`src/design/dotf_pkg.sv`:
```
// ============================================================================
// DHCP option TLV finder - shared package
// Item and result types, scan phase codes and field widths.
// ============================================================================
package dotf_pkg;

    // Default size of the option area; the top level takes it as a parameter.
    localparam int unsigned MAX_AREA_BYTES_DEF = 2048;

    localparam int unsigned BYTE_W = 8;
    localparam int unsigned AREA_W = 12;
    localparam int unsigned OUT_W  = 11;

    localparam logic [OUT_W-1:0]  OUT_MAX = 11'd2047;
    localparam logic [BYTE_W-1:0] TAG_PAD = 8'h00;
    localparam logic [BYTE_W-1:0] TAG_END = 8'hFF;

    // One byte of the option area together with its side information.
    typedef struct packed {
        logic [BYTE_W-1:0] data_byte;
        logic [BYTE_W-1:0] wanted_code;
        logic [BYTE_W-1:0] expected_length;
        logic [AREA_W-1:0] area_length;
        logic              end_of_area;
    } in_item_t;

    // The summary reported after the last byte of an area.
    typedef struct packed {
        logic             found;
        logic [OUT_W-1:0] value_offset;
        logic [OUT_W-1:0] value_length;
        logic             length_mismatch;
    } result_t;

    // Where the parser stands within the current record.
    typedef enum logic [3:0] {
        PHASE_TAG    = 4'b0001,
        PHASE_LENGTH = 4'b0010,
        PHASE_SKIP   = 4'b0100,
        PHASE_DONE   = 4'b1000
    } phase_t;

endpackage

```
`src/design/dotf_byte_if.sv`:
```
// ============================================================================
// DHCP option TLV finder - byte channel
// Valid/ready channel that carries one option-area byte and its context.
// ============================================================================
interface dotf_byte_if;

    logic                       valid;
    logic                       ready;
    logic [dotf_pkg::BYTE_W-1:0] data_byte;
    logic [dotf_pkg::BYTE_W-1:0] wanted_code;
    logic [dotf_pkg::BYTE_W-1:0] expected_length;
    logic [dotf_pkg::AREA_W-1:0] area_length;
    logic                       end_of_area;

    modport source (
        output valid, data_byte, wanted_code, expected_length, area_length, end_of_area,
        input  ready
    );

    modport sink (
        input  valid, data_byte, wanted_code, expected_length, area_length, end_of_area,
        output ready
    );

endinterface

```
`src/design/dotf_result_if.sv`:
```
// ============================================================================
// DHCP option TLV finder - result channel
// Valid/ready channel that carries the search summary of one option area.
// ============================================================================
interface dotf_result_if;

    logic                       valid;
    logic                       ready;
    logic                       found;
    logic [dotf_pkg::OUT_W-1:0] value_offset;
    logic [dotf_pkg::OUT_W-1:0] value_length;
    logic                       length_mismatch;

    modport source (
        output valid, found, value_offset, value_length, length_mismatch,
        input  ready
    );

    modport sink (
        input  valid, found, value_offset, value_length, length_mismatch,
        output ready
    );

endinterface

```
`src/design/dotf_scan.sv`:
```
// ============================================================================
// DHCP option TLV finder - record scanner
// Holds the parse state and updates it for one byte per cycle while fire
// is high; forms the summary that belongs to the area's last byte.
// ============================================================================
module dotf_scan #(
    parameter int unsigned MAX_AREA_BYTES = dotf_pkg::MAX_AREA_BYTES_DEF
) (
    input  logic               clk,
    input  logic               rst_n,
    input  logic               fire,
    input  dotf_pkg::in_item_t item,
    output dotf_pkg::result_t  res
);

    localparam int unsigned PW = $clog2(MAX_AREA_BYTES + 1);
    // Compare width: covers the position counter and the area length plus a carry.
    localparam int unsigned CW = ((PW > dotf_pkg::AREA_W) ? PW : dotf_pkg::AREA_W) + 1;
    localparam logic [CW-1:0] MAX_C = CW'(MAX_AREA_BYTES);
    localparam logic [PW-1:0] MAX_P = PW'(MAX_AREA_BYTES);

    logic [PW-1:0]              pos_reg,     pos_next;
    dotf_pkg::phase_t           phase_reg,   phase_next;
    logic [dotf_pkg::BYTE_W-1:0] skip_reg,   skip_next;
    logic                       pending_reg, pending_next;
    logic [PW-1:0]              start_reg,   start_next;
    logic [dotf_pkg::OUT_W-1:0] total_reg,   total_next;
    logic                       seen_reg,    seen_next;

    logic [CW-1:0]              area_c;
    logic [CW-1:0]              pos_c;
    logic [CW-1:0]              pos_plus1;
    logic [CW-1:0]              end_sum;
    logic [CW-1:0]              clip_w;
    logic [dotf_pkg::BYTE_W-1:0] clip_len;
    logic [dotf_pkg::OUT_W:0]   total_sum;
    logic                       in_area;
    logic                       tag_ok;
    logic [CW-1:0]              off_c;
    logic                       mismatch;

    always_comb
    begin
        // Areas longer than the supported size are treated as full size.
        area_c    = (CW'(item.area_length) > MAX_C) ? MAX_C : CW'(item.area_length);
        pos_c     = CW'(pos_reg);
        pos_plus1 = pos_c + CW'(1);
        in_area   = pos_c < area_c;
        tag_ok    = pos_plus1 < area_c;

        // A matched length is cut to the bytes that remain in the area.
        end_sum  = pos_c + CW'(item.data_byte);
        clip_w   = (end_sum < area_c) ? CW'(item.data_byte) : (area_c - pos_plus1);
        clip_len = clip_w[dotf_pkg::BYTE_W-1:0];
        total_sum = {1'b0, total_reg} + (dotf_pkg::OUT_W + 1)'(clip_len);

        pos_next     = pos_reg;
        phase_next   = phase_reg;
        skip_next    = skip_reg;
        pending_next = pending_reg;
        start_next   = start_reg;
        total_next   = total_reg;
        seen_next    = seen_reg;

        if (in_area)
        begin
            if (pending_reg)
            begin
                start_next   = pos_plus1[PW-1:0];
                total_next   = total_sum[dotf_pkg::OUT_W] ? dotf_pkg::OUT_MAX
                                                          : total_sum[dotf_pkg::OUT_W-1:0];
                seen_next    = 1'b1;
                pending_next = 1'b0;
            end
            case (phase_reg)
                dotf_pkg::PHASE_TAG:
                begin
                    if (tag_ok)
                    begin
                        if (item.data_byte == item.wanted_code)
                        begin
                            pending_next = 1'b1;
                        end
                        if (item.data_byte == dotf_pkg::TAG_END)
                        begin
                            phase_next = dotf_pkg::PHASE_DONE;
                        end
                        else if (item.data_byte != dotf_pkg::TAG_PAD)
                        begin
                            phase_next = dotf_pkg::PHASE_LENGTH;
                        end
                    end
                    else
                    begin
                        phase_next = dotf_pkg::PHASE_DONE;
                    end
                end
                dotf_pkg::PHASE_LENGTH:
                begin
                    skip_next  = item.data_byte;
                    phase_next = (item.data_byte != '0) ? dotf_pkg::PHASE_SKIP
                                                        : dotf_pkg::PHASE_TAG;
                end
                dotf_pkg::PHASE_SKIP:
                begin
                    if (skip_reg > 8'd1)
                    begin
                        skip_next = skip_reg - 8'd1;
                    end
                    else
                    begin
                        skip_next  = '0;
                        phase_next = dotf_pkg::PHASE_TAG;
                    end
                end
                default:
                begin
                    phase_next = phase_reg;
                end
            endcase
        end

        if (pos_reg < MAX_P)
        begin
            pos_next = pos_reg + PW'(1);
        end

        // The summary uses the state as updated by the last byte itself.
        mismatch = (item.expected_length != '0)
                && (total_next != dotf_pkg::OUT_W'(item.expected_length));
        off_c    = seen_next ? CW'(start_next) : '0;
        res.found           = seen_next && !mismatch;
        res.value_offset    = (off_c > CW'(dotf_pkg::OUT_MAX)) ? dotf_pkg::OUT_MAX
                                                               : off_c[dotf_pkg::OUT_W-1:0];
        res.value_length    = total_next;
        res.length_mismatch = mismatch;
    end

    always_ff @(posedge clk or negedge rst_n)
    begin
        if (!rst_n)
        begin
            pos_reg     <= '0;
            phase_reg   <= dotf_pkg::PHASE_TAG;
            skip_reg    <= '0;
            pending_reg <= 1'b0;
            start_reg   <= '0;
            total_reg   <= '0;
            seen_reg    <= 1'b0;
        end
        else if (fire)
        begin
            if (item.end_of_area)
            begin
                pos_reg     <= '0;
                phase_reg   <= dotf_pkg::PHASE_TAG;
                skip_reg    <= '0;
                pending_reg <= 1'b0;
                start_reg   <= '0;
                total_reg   <= '0;
                seen_reg    <= 1'b0;
            end
            else
            begin
                pos_reg     <= pos_next;
                phase_reg   <= phase_next;
                skip_reg    <= skip_next;
                pending_reg <= pending_next;
                start_reg   <= start_next;
                total_reg   <= total_next;
                seen_reg    <= seen_next;
            end
        end
    end

endmodule

```
`src/design/dhcp_option_tlv_finder.sv`:
```
// ============================================================================
// DHCP option TLV finder - top level
// Scans a DHCP option area byte by byte and reports where the wanted option's
// value lies and how long it is.
// ============================================================================
// The bytes channel takes one byte of the option area per item, in order,
// with the wanted tag, the expected total length and the area length held
// constant across the area. The item flagged end_of_area closes the area.
// The result channel then carries one item: found, value offset, summed
// value length and the length-mismatch flag. Bytes that are not last cause
// no result item.
// Every accepted byte goes into an input register; the scanner updates its
// state from that register as the byte leaves it, so one byte is taken per
// clock unless a stalled result holds bytes ready low. A result item is
// loaded into the result register as its last byte leaves the input register.
// The result register lets bytes of the next area flow in while a result
// waits; when the receiver stalls and a second last byte reaches the input
// register, bytes ready drops until the waiting result is taken.
// After reset both registers are empty and the scanner waits for a tag at
// offset zero; the scanner also returns to that state after every area.
// ============================================================================
module dhcp_option_tlv_finder #(
    parameter int unsigned MAX_AREA_BYTES = dotf_pkg::MAX_AREA_BYTES_DEF
) (
    input  logic          clk,
    input  logic          rst_n,
    dotf_byte_if.sink     bytes,
    dotf_result_if.source result
);

    logic               stage_valid_reg, stage_valid_next;
    dotf_pkg::in_item_t stage_item_reg;
    logic               out_valid_reg,   out_valid_next;
    dotf_pkg::result_t  out_item_reg;
    dotf_pkg::result_t  scan_res;
    logic               stage_fire;
    logic               stage_free;
    logic               out_load;
    logic               bytes_take;

    // The staged byte moves on unless it is a last byte that finds the
    // result register still occupied by a result nobody has taken.
    assign stage_fire = stage_valid_reg
                     && (!stage_item_reg.end_of_area || !out_valid_reg || result.ready);
    assign stage_free = !stage_valid_reg || stage_fire;
    assign out_load   = stage_fire && stage_item_reg.end_of_area;
    assign bytes_take = bytes.valid && stage_free;

    assign bytes.ready = stage_free;

    assign stage_valid_next = bytes_take || (stage_valid_reg && !stage_fire);
    assign out_valid_next   = out_load || (out_valid_reg && !result.ready);

    dotf_scan #(
        .MAX_AREA_BYTES (MAX_AREA_BYTES)
    ) u_scan (
        .clk   (clk),
        .rst_n (rst_n),
        .fire  (stage_fire),
        .item  (stage_item_reg),
        .res   (scan_res)
    );

    always_ff @(posedge clk or negedge rst_n)
    begin
        if (!rst_n)
        begin
            stage_valid_reg <= 1'b0;
            out_valid_reg   <= 1'b0;
        end
        else
        begin
            stage_valid_reg <= stage_valid_next;
            out_valid_reg   <= out_valid_next;
        end
    end

    // Payload registers carry no reset.
    always_ff @(posedge clk)
    begin
        if (bytes_take)
        begin
            stage_item_reg.data_byte       <= bytes.data_byte;
            stage_item_reg.wanted_code     <= bytes.wanted_code;
            stage_item_reg.expected_length <= bytes.expected_length;
            stage_item_reg.area_length     <= bytes.area_length;
            stage_item_reg.end_of_area     <= bytes.end_of_area;
        end
        if (out_load)
        begin
            out_item_reg <= scan_res;
        end
    end

    assign result.valid           = out_valid_reg;
    assign result.found           = out_item_reg.found;
    assign result.value_offset    = out_item_reg.value_offset;
    assign result.value_length    = out_item_reg.value_length;
    assign result.length_mismatch = out_item_reg.length_mismatch;

`ifndef SYNTHESIS
    // A last byte leaving the input register always yields a result next cycle.
    a_last_gives_result: assert property (@(posedge clk) disable iff (!rst_n)
        out_load |=> result.valid)
        else $error("last byte did not produce a result");

    // Back-pressure on bytes comes only from a last byte held behind a stalled result.
    a_ready_only_blocked: assert property (@(posedge clk) disable iff (!rst_n)
        !bytes.ready |-> (stage_valid_reg && stage_item_reg.end_of_area
                          && out_valid_reg && !result.ready))
        else $error("bytes channel stalled without cause");

    // A found option never carries a failed length check.
    a_found_consistent: assert property (@(posedge clk) disable iff (!rst_n)
        result.valid |-> !(result.found && result.length_mismatch))
        else $error("found reported together with a length mismatch");
`endif

endmodule
```
`src/flat_wrapper.sv`:
```
// flat-port wrapper written by rule: the top's interface ports become plain ports
module dhcp_option_tlv_finder_flat 
#(
    parameter int unsigned MAX_AREA_BYTES = dotf_pkg::MAX_AREA_BYTES_DEF
)
  (clk, rst_n, bytes_valid, bytes_data_byte, bytes_wanted_code, bytes_expected_length, bytes_area_length, bytes_end_of_area, bytes_ready, result_valid, result_found, result_value_offset, result_value_length, result_length_mismatch, result_ready);
  dotf_byte_if bytes_i ();
  dotf_result_if result_i ();
  input  logic clk;
  input  logic rst_n;
  input wire logic [$bits(bytes_i.valid)-1:0] bytes_valid;
  input wire logic [$bits(bytes_i.data_byte)-1:0] bytes_data_byte;
  input wire logic [$bits(bytes_i.wanted_code)-1:0] bytes_wanted_code;
  input wire logic [$bits(bytes_i.expected_length)-1:0] bytes_expected_length;
  input wire logic [$bits(bytes_i.area_length)-1:0] bytes_area_length;
  input wire logic [$bits(bytes_i.end_of_area)-1:0] bytes_end_of_area;
  output wire logic [$bits(bytes_i.ready)-1:0] bytes_ready;
  output wire logic [$bits(result_i.valid)-1:0] result_valid;
  output wire logic [$bits(result_i.found)-1:0] result_found;
  output wire logic [$bits(result_i.value_offset)-1:0] result_value_offset;
  output wire logic [$bits(result_i.value_length)-1:0] result_value_length;
  output wire logic [$bits(result_i.length_mismatch)-1:0] result_length_mismatch;
  input wire logic [$bits(result_i.ready)-1:0] result_ready;
  assign bytes_i.valid = bytes_valid;
  assign bytes_i.data_byte = bytes_data_byte;
  assign bytes_i.wanted_code = bytes_wanted_code;
  assign bytes_i.expected_length = bytes_expected_length;
  assign bytes_i.area_length = bytes_area_length;
  assign bytes_i.end_of_area = bytes_end_of_area;
  assign bytes_ready = bytes_i.ready;
  assign result_valid = result_i.valid;
  assign result_found = result_i.found;
  assign result_value_offset = result_i.value_offset;
  assign result_value_length = result_i.value_length;
  assign result_length_mismatch = result_i.length_mismatch;
  assign result_i.ready = result_ready;
  dhcp_option_tlv_finder #(.MAX_AREA_BYTES(MAX_AREA_BYTES)) u_core (.clk(clk), .rst_n(rst_n), .bytes(bytes_i), .result(result_i));
endmodule
```
`config.mk`:
```
export PLATFORM = sky130hd
export DESIGN_NAME = dhcp_option_tlv_finder_flat
export DESIGN_NICKNAME = d
export VERILOG_FILES = /design/src/design/dotf_pkg.sv /design/src/design/dotf_byte_if.sv /design/src/design/dotf_result_if.sv /design/src/design/dotf_scan.sv /design/src/design/dhcp_option_tlv_finder.sv /design/src/flat_wrapper.sv
export SDC_FILE = /design/constraint.sdc
export NUM_CORES = 1
export LEC_CHECK = 0
export ABC_AREA = 0
export BUFFER_PORTS_ARGS = -buffer_cell sky130_fd_sc_hd__buf_2
export CAP_MARGIN = 20
export CORE_MARGIN = 2
export CORE_UTILIZATION = 55
export CTS_CLUSTER_SIZE = 30
export DETAILED_ROUTE_END_ITERATION = 16
export GPL_TIMING_DRIVEN = 0
export PLACE_DENSITY = 0.75
export SLEW_MARGIN = 20
export SYNTH_ARGS = -nofsm -noshare
export SYNTH_HDL_FRONTEND = slang
export SYNTH_SLANG_ARGS = --single-unit
```
`constraint.sdc`:
```
create_clock -name clk -period 16.9 [get_ports clk]
set_input_delay 0.845 -clock clk [delete_from_list [all_inputs] [get_ports clk]]
set_output_delay 0.845 -clock clk [all_outputs]
set_load 0.05 [all_outputs]
```
==> results of run 1 <==
power by group through the flow:
stage               clock network [W]  registers [W]  logic, W
global placement                    0       0.000335  0.000148
finish                       0.000215       0.000331  0.000156
floorplan                           0       0.000339  0.000107
detailed placement                  0       0.000336  0.000154
global route                 0.000230       0.000333  0.000176
CTS                          0.000218       0.000330  0.000155
synth_stat cells, types with 3 or more instances:
master and count:
a211oi_1 9, ha_1 61, xnor2_1 30, and2_1 4, inv_1 34, nor3_1 21
a22oi_1 5, fa_1 3, nor4_1 6, and3_1 6, nor2_1 55, nand2_1 62
or4_1 3, nand3_1 15, xor2_1 15, edfxtp_1 61, a21o_1 9, o2111ai_1 4
clkbuf_1 19, a21oi_1 45, o21a_1 6, nand4_1 7, o31ai_1 5, dfrtp_1 50
nor2b_1 7, nor3b_1 3, o21ai_1 3, mux2_2 9, o21ai_0 68, nand2b_1 8
o211ai_1 5, or3_1 3, a31oi_1 8, a22o_1 16, mux2i_1 4
worst min-delay path, stage by stage, from the launching register on:
cell,delay (ns)
dfrtp_1,0.35
nand2_1,0.05
o21ai_0,0.06
cells by family after synthesis:
logic type                 after synthesis  synth area share (%)
and+or+nand+nor                        211                  14.5
AOI/OAI and AO/OA                      200                  18.2
DFF                                    112                  44.5
adders and majority gates               64                  11.8
buffers and inverters                   54                  2.92
xor gates and xnor gates                46                  5.97
muxes                                   13                  2.02
metal layers:
layer  up-vias  share of wire (%)  global-route usage, %
li1       2731                  -                      -
met1      2713                 45                   34.5
met2       194                 48                   42.4
met3        33                5.2                   4.67
met4         0                2.3                   9.25
met5         -                  0                      0
metrics by stage:
step                      std cells  util, %
after detailed placement        939     60.3
after global placement          938     60.2
after CTS                       955     62.7
after global routing            955     62.7
final                           955     62.7
after floorplan                 700        -
cell type report:
cell class | count | area (um2)
Buffer | 20 | 76.3
Timing Repair Buffer | 67 | 353
Fill cell | 1058 | 4670
Multi-Input combinational cell | 534 | 3670
Clock buffer | 10 | 229
Sequential cell | 112 | 3110
Tap cell | 172 | 215
Inverter | 34 | 128
Clock inverter | 6 | 67.6
final timing paths:
check	from	to	slack, ns	cells past startpoint
max in group asynchronous	rst_n	u_core.u_scan.start_reg[10]	15.90	1
worst max register to register	u_core.stage_item_reg[29]	u_core.result.found	9.54	25
worst min-delay path	u_core.u_scan.start_reg[6]	u_core.u_scan.start_reg[6]	0.49	2
min in group asynchronous	rst_n	u_core.u_scan.skip_reg[1]	0.53	1
worst max-delay path	u_core.stage_item_reg[29]	u_core.result.found	9.54	25
worst min register to register	u_core.u_scan.start_reg[6]	u_core.u_scan.start_reg[6]	0.49	2
==> reports/results.txt, run 1 <==
status - completed
final cycle utilization of the critical path - 43.6%
Synth Instances - 700
vias in the first global route - 5508
Seq/Total Area, Yosys - 44.5%
cts bufs inserted - 9
most common cell after layout, fill and taps aside - o21ai_0
leakage - 3.39 nW
routed wire length - 16700 um
Synth Area per Inst - 9.98 um2
Max Cap Violations - 0
Placeable Area - 0.0125 mm2
Setup TNS Final - 0 ns
Final setup viols - 0
die width - 117 um
maximum clock path buffer count - 2
Tot Pwr - 0.000702 W
Hold Fails Final Rpt - 0
hold_buf cts - 0
pre-CTS worst setup slack - 9.65 ns
Tmin final - 7.36 ns
Antenna Violating Nets Remaining - 0
CP max stage delay - 0.57 ns
crit start category - flip-flop
Clk pwr share - 30.7%
EDFF count, synth - 61
share of layout cells above drive strength 1 - 12.9%
initial antenna violation count - 0
first-iteration detailed-routing DRC count - 375
clock root buffer - clkbuf_16
sw power - 0.000214 W
row count - 41
warnings from Yosys - 0
routed vias/inst - 5.94
die area - 0.0136 mm2
Total GRT Usage - 25.8%
Clock Skew - 0.0111 ns
PwrDens - 89.5 mW/mm2
DR vias - 5671
Post-synth ARST share - 45.5%
Peak VDD IR - 0.0789 mV
main flop type after synthesis - edfxtp_1
ant diodes - 0
Syn Std Cell Area - 0.00698 mm2
post-CTS setup buffers - 0
Placer Congestion - 0.919
WP buf/inv - 1
data arrival time of the critical path - 7.58 ns
clock latency on the worst-skew pair - 0.36 ns
Flop pwr share - 47.1%
Setup crit end kind - flip-flop
switching share of power - 30.5%
worst setup path class - flip-flop to flip-flop
Worst path slowest cell - a221oi_4
Post-Place Cell Area - 0.00755 mm2
DR WL/cell - 17.5 um
post-route cell area - 0.00785 mm2
number of library cell types mapped by synthesis - 59
power share of the combinational group - 22.2%
Port Buffers - 66
post-layout net count - 883
fin. max-slew vios - 0
Post-Syn Nets - 805
first-pass GRT wire length - 27000 um
TritonCTS clock tree - yes
WP data required - 17.12 ns
worst-path maximum fanout - 8
hpwl dp - 12700 um
Initial Utilization - 55.8%
htree depth - 3
top post-synthesis cells by area - edfxtp_1 (26%), dfrtp_1 (18%), ha_1 (11%)
final worst setup slack - 9.54 ns
IO Pins - 67
Yosys reg bits - 112
P_int - 0.000488 W
# DRC - 0
Clk pin slew, worst setup/hold paths - 0.08 ns
DRT Pass-1 Iters - 5
clock sinks - 112
final hold slack - 0.495 ns
die height - 117 um
Hold WC Path Type - flip-flop to flip-flop
Area Overhead vs Synth - 12.4%
Slew @ Worst Pin - 0.948 ns
max reg flops - 37
most frequent cells in the layout - o21ai_0 (68), buf_2 (65), nand2_1 (62)
largest net degree at the start of global routing - 52
Yosys top cell by area - edfxtp_1
Yosys top cell area share - 26.2%
Crit path max-delay family - compound AO/OA/AOI/OAI gates
Worst slew margin - 36.8%
Max Clk Rate - 136 MHz
RSZ-0062 raised after global routing - no
PostCTS Resize Cnt - 0
aggregate global routing overflow - 0
Note: power is estimated with default switching activity, not from simulation.
==> run 2, diff against run 1 <==
==> constraint.sdc (replaced) <==
create_clock -name clk -period 7.2 [get_ports clk]
set_input_delay 0.36 -clock clk [delete_from_list [all_inputs] [get_ports clk]]
set_output_delay 0.36 -clock clk [all_outputs]
set_load 0.05 [all_outputs]
==> run 2 against run 1 <==
  * Cell area grew 1.0%
  * Utilization grew 0.63 points
  * Worst hold slack lost 0.45 ns
  * Setup slack lost 9.1 ns
  * Non-clock buffer count grew 5
  * First-iteration DRC count grew 11%
  * Total power grew 140%
  * Clock power grew 140%
  * Largest cell class unchanged
==> reports/results.txt, run 2 (same netlist as run 1, synthesis figures left out) <==
status - completed (unchanged)
Tot Pwr - 0.00165 W (was 0.000702 W)
Placeable Area - 0.0125 mm2 (unchanged)
Tmin final - 6.73 ns (was 7.36 ns)
Crit path max-delay family - compound AO/OA/AOI/OAI gates (unchanged)
Antenna Violating Nets Remaining - 0 (unchanged)
Peak VDD IR - 0.185 mV (was 0.0789 mV)
Hold WC Path Type - input pin to asynchronous set/reset pin (was flip-flop to flip-flop)
Setup TNS Final - 0 ns (unchanged)
final core occ - 63.3% (was 62.7%)
routed vias/inst - 5.93 (was 5.94)
fin. max-slew vios - 0 (unchanged)
vias in the first global route - 5515 (was 5508)
worst setup path class - flip-flop to flip-flop (unchanged)
WP data required - 7.30 ns (was 17.12 ns)
initial antenna violation count - 0 (unchanged)
clock root buffer - clkbuf_16 (unchanged)
Placer Congestion - 0.919 (unchanged)
first-pass GRT wire length - 27100 um (was 27000 um)
clock sinks - 112 (unchanged)
# DRC - 0 (unchanged)
Total GRT Usage - 25.9% (was 25.8%)
CP most frequent cell - ha_1
FILL cells - 1047 (was 1058)
die height - 117 um (unchanged)
DR WL/cell - 17.6 um (was 17.5 um)
die width - 117 um (unchanged)
PwrDens - 209 mW/mm2 (was 89.5 mW/mm2)
aggregate global routing overflow - 0 (unchanged)
Worst path slowest cell - or4b_1 (was a221oi_4)
IO Pins - 67 (unchanged)
final cycle utilization of the critical path - 93.4% (was 43.6%)
Clock Skew - 0.0126 ns (was 0.0111 ns)
Cell Count, Final, Fillers Out - 960 (was 955)
post-layout net count - 888 (was 883)
leakage - 3.42 nW (was 3.39 nW)
Hold Fails Final Rpt - 0 (unchanged)
DRT Pass-1 Iters - 5 (unchanged)
crit start category - flip-flop (unchanged)
routed wire length - 16900 um (was 16700 um)
Port Buffers - 66 (unchanged)
WP buf/inv - 2 (was 1)
hold_buf cts - 0 (unchanged)
Slew @ Worst Pin - 0.955 ns (was 0.948 ns)
largest net degree at the start of global routing - 52 (unchanged)
reg2reg start - u_core.u_scan.pos_reg[0] (was u_core.stage_item_reg[29])
Max Cap Violations - 0 (unchanged)
RR Endpoint - u_core.result.length_mismatch (was u_core.result.found)
Area Overhead vs Synth - 13.5% (was 12.4%)
Setup crit end kind - flip-flop (unchanged)
row count - 41 (unchanged)
most frequent cells in the layout - o21ai_0 (65), buf_2 (65), nand2_1 (62) (was o21ai_0 (68), buf_2 (65), nand2_1 (62))
Max Clk Rate - 149 MHz (was 136 MHz)
CP max stage delay - 0.52 ns (was 0.57 ns)
share of layout cells above drive strength 1 - 14.2% (was 12.9%)
ant diodes - 0 (unchanged)
TritonCTS clock tree - yes (unchanged)
htree depth - 3 (unchanged)
Clk pin slew, worst setup/hold paths - 0.07 ns (was 0.08 ns)
Worst R2R Path Depth - 27 (was 25)
Worst slew margin - 36.2% (was 36.8%)
clock latency on the worst-skew pair - 0.36 ns (about the same)
die area - 0.0136 mm2 (unchanged)
hpwl dp - 12700 um (unchanged)
worst-path maximum fanout - 9 (was 8)
data arrival time of the critical path - 6.83 ns (was 7.58 ns)
Final setup viols - 0 (unchanged)
maximum clock path buffer count - 2 (unchanged)
first-iteration detailed-routing DRC count - 415 (was 375)
DR vias - 5690 (was 5671)
Initial Utilization - 55.8% (unchanged)
max reg flops - 37 (unchanged)
cts bufs inserted - 9 (unchanged)
R2R setup slack - 0.47 ns (was 9.54 ns)
Placed Cells - 939 (unchanged)
[run 2: cell types whose count changed in the layout (fill, tap and decap cells not counted), moves of 2 or more]
cell,change
buf_4,+4
o21ai_0,-3
o21ai_1,+3
a211oi_1,-2
a211oi_2,+2
[run 2: metal layers]
layer  wire length, um  GRT usage (%)  vias to the layer above
met5                 0              0                        -
met1              7540           34.6                     2723
met3               867           4.67                       31
met2              8070           42.6                      199
met4               378           9.25                        0
li1                  -              -                     2737
[run 2: what timing repair did]
action	4_1_cts	5_1_grt
endpoints found under the hold margin	0	0
endpoints found under the setup margin	2	2
resized for setup	1	9
setup buffers	2	3
pin swaps	1	0
[run 2: power by group]
part	internal (W)	switching (W)
Sequential	0.000728	0.0000488
Combinational	0.000150	0.000222
Clock	0.000273	0.000234
Total	0.00115	0.000504
[run 2: how the worst max path moves through the flow]
stage                                    startpoint                            end  slack, ns  cells after the start
after global placement    u_core.stage_item_reg[29]  u_core.result.length_mismatch       0.11                     25
after global routing       u_core.u_scan.pos_reg[0]  u_core.result.length_mismatch      -0.02                     27
after CTS                 u_core.stage_item_reg[29]            u_core.result.found       0.12                     27
after detailed placement  u_core.stage_item_reg[29]  u_core.result.length_mismatch      -0.05                     24
after floorplan            u_core.u_scan.pos_reg[0]  u_core.result.length_mismatch       0.97                     24
final                      u_core.u_scan.pos_reg[0]  u_core.result.length_mismatch       0.47                     27
[run 2: through the flow]
step / worst slack (ns) / hold slack, ns / area (um2)
floorplan: 0.968 / 0.0644 / 6980
global placement: 0.110 / 0.463 / 7530
detailed placement: -0.0538 / 0.440 / 7550
CTS: 0.120 / 0.0679 / 7880
global route: -0.0242 / 0.103 / 7930
finish: 0.473 / 0.0436 / 7930
[run 2: layout make-up]
type	count	area (um2)	area share (%)
clock buffers	10	229	2.89
inverters	34	128	1.61
well taps	172	215	2.71
repair buffers	72	403	5.08
plain buffers	20	76.3	0.963
multi-input cells	534	3700	46.7
clock inverters	6	67.6	0.852
flip-flops and latches	112	3110	39.2
==> run 3, diff against run 2 <==
--- a/config.mk
+++ b/config.mk
@@ -13,7 +13,7 @@
 export CTS_CLUSTER_SIZE = 30
 export DETAILED_ROUTE_END_ITERATION = 16
 export GPL_TIMING_DRIVEN = 0
-export PLACE_DENSITY = 0.75
+export PLACE_DENSITY = 0.86
 export SLEW_MARGIN = 20
 export SYNTH_ARGS = -nofsm -noshare
 export SYNTH_HDL_FRONTEND = slang
==> run 3 against run 2 <==
  * Critical path type unchanged
  * Highest routed layer unchanged
  * Largest cell class unchanged
  * Cell area rose by 0.35%
  * Critical path depth rose by 2
  * Wire length is 1.6% lower
==> reports/results.txt, run 3 (same netlist as run 1, synthesis figures left out) <==
RSZ-0062 raised after global routing - no
WP data required - 7.30 ns (about the same)
die area - 0.0136 mm2 (unchanged)
Setup crit end kind - flip-flop (unchanged)
CP max stage delay - 0.54 ns (was 0.52 ns)
IO Pins - 67 (unchanged)
Tmin final - 6.80 ns (was 6.73 ns)
CP most frequent cell - ha_1 (unchanged)
htree depth - 3 (unchanged)
worst-path maximum fanout - 9 (unchanged)
Port Buffers - 66 (unchanged)
max reg flops - 37 (unchanged)
clock sinks - 112 (unchanged)
Final setup viols - 0 (unchanged)
Placeable Area - 0.0125 mm2 (unchanged)
PwrDens - 210 mW/mm2 (was 209 mW/mm2)
vias in the first global route - 5499 (was 5515)
Hold Fails Final Rpt - 0 (unchanged)
maximum clock path buffer count - 2 (unchanged)
worst setup path class - flip-flop to flip-flop (unchanged)
Peak VDD IR - 0.178 mV (was 0.185 mV)
most frequent cells in the layout - o21ai_0 (65), buf_2 (65), nand2_1 (62) (unchanged)
FILL cells - 1011 (was 1047)
Clock Skew - 0.0138 ns (was 0.0126 ns)
Clk pin slew, worst setup/hold paths - 0.08 ns (was 0.07 ns)
hpwl dp - 12100 um (was 12700 um)
fin. max-slew vios - 0 (unchanged)
first-pass GRT wire length - 26500 um (was 27100 um)
final cycle utilization of the critical path - 94.5% (was 93.4%)
pre-CTS worst setup slack - -0.00511 ns (was -0.0538 ns)
Worst path slowest cell - or4b_1 (unchanged)
share of layout cells above drive strength 1 - 14.8% (was 14.2%)
die height - 117 um (unchanged)
Setup TNS Final - 0 ns (unchanged)
TritonCTS clock tree - yes (unchanged)
routed wire length - 16600 um (was 16900 um)
first-iteration detailed-routing DRC count - 484 (was 415)
clock latency on the worst-skew pair - 0.37 ns (was 0.36 ns)
Area Overhead vs Synth - 13.9% (was 13.5%)
status - completed (unchanged)
Max Cap Violations - 0 (unchanged)
row count - 41 (unchanged)
final worst setup slack - 0.395 ns (was 0.473 ns)
Total GRT Usage - 25.4% (was 25.9%)
DRT Pass-1 Iters - 6 (was 5)
routed vias/inst - 5.99 (was 5.93)
crit start category - flip-flop (unchanged)
DR vias - 5771 (was 5690)
die width - 117 um (unchanged)
Worst slew margin - 38.9% (was 36.2%)
Worst R2R Path Depth - 29 (was 27)
Hold WC Path Type - input pin to asynchronous set/reset pin (unchanged)
Crit path max-delay family - compound AO/OA/AOI/OAI gates (unchanged)
aggregate global routing overflow - 0 (unchanged)
Placer Congestion - 0.907 (was 0.919)
Max Clk Rate - 147 MHz (was 149 MHz)
clock root buffer - clkbuf_16 (unchanged)
Slew @ Worst Pin - 0.916 ns (was 0.955 ns)
DR WL/cell - 17.2 um (was 17.6 um)
cts bufs inserted - 9 (unchanged)
post-layout net count - 891 (was 888)
Initial Utilization - 55.8% (unchanged)
leakage - 3.43 nW (was 3.42 nW)
ant diodes - 0 (unchanged)
data arrival time of the critical path - 6.91 ns (was 6.83 ns)
largest net degree at the start of global routing - 52 (unchanged)
Worst path depth - 29 (was 27)
hold_buf cts - 0 (unchanged)
# DRC - 0 (unchanged)
Antenna Violating Nets Remaining - 0 (unchanged)
initial antenna violation count - 0 (unchanged)
WP buf/inv - 4 (was 2)
## run 3: changes by cell type in the layout (fill, tap and decap cells not counted), sizes merged
| cell | delta |
|---|---|
| clkinvlp | -1 |
| buf | +3 |
| inv | +2 |
| clkinv | -1 |
## run 3: stage by stage
step | cell area [um2] | hold slack (ns) | cells | utilization, % | power, W
5_1_grt | 7960 | 0.0740 | 963 | 63.6 | 0.00175
4_1_cts | 7880 | 0.0492 | 958 | 62.9 | 0.00167
3_5_place_dp | 7550 | 0.448 | 939 | 60.3 | 0.00114
2_1_floorplan | 6980 | 0.0644 | 700 | - | 0.00105
3_3_place_gp | 7530 | 0.458 | 938 | 60.2 | 0.00113
6_report | 7960 | 0.00966 | 963 | 63.6 | 0.00167
## run 3: what timing repair did
item                       4_1_cts  5_1_grt
pin swaps                        1        1
setup endpoints to repair        2        2
gates resized for setup          1       12
hold endpoints to repair         0        0
setup buffers                    3        5
## run 3: worst paths after layout
check / startpoint / end / slack [ns]
max in group asynchronous: rst_n / u_core.u_scan.pos_reg[0] / 6.68
worst min register to register: u_core.u_scan.start_reg[0] / u_core.u_scan.start_reg[0] / 0.49
worst max register to register: u_core.u_scan.pos_reg[0] / u_core.result.length_mismatch / 0.40
worst max-delay path: u_core.u_scan.pos_reg[0] / u_core.result.length_mismatch / 0.40
min in group clk: bytes_end_of_area / u_core.stage_item_reg[0] / 0.16
worst min-delay path: rst_n / u_core.u_scan.skip_reg[3] / 0.01
## run 3: power breakdown
| part | leakage (nW) | switching [W] | internal, W |
|---|---|---|---|
| Sequential | 1.28 | 0.0000485 | 0.000727 |
| Clock | 0.149 | 0.000249 | 0.000277 |
| Combinational | 2.00 | 0.000222 | 0.000149 |
## run 3: final cells by class
class | instances | area, um2 | share of cell area, %
tap | 172 | 215 | 2.70
sequential | 112 | 3110 | 39.1
timing repair buffer | 75 | 413 | 5.19
clock buffer | 10 | 229 | 2.88
clock inverter | 6 | 73.8 | 0.928
inverter | 34 | 128 | 1.60
buffer | 20 | 76.3 | 0.959
multi-input combinational | 534 | 3710 | 46.6
## run 3: layer usage
metal	share of wire, %	wire length, um	track usage (%)
met1	44	7220	33.4
met5	0	0	0
met2	47	7850	40.8
met3	6.2	1020	4.41
met4	2.9	489	12.6
## run 3: worst register-to-register path, delay by kind of cell (launching register included)
kind	cells	cell delay [ns]
adders and majority gates	4	1.16
DFF	1	0.50
and+or+nand+nor	9	1.89
buffers and inverters	4	0.60
xor gates and xnor gates	1	0.13
AOI/OAI and AO/OA	10	1.94
muxes	1	0.34
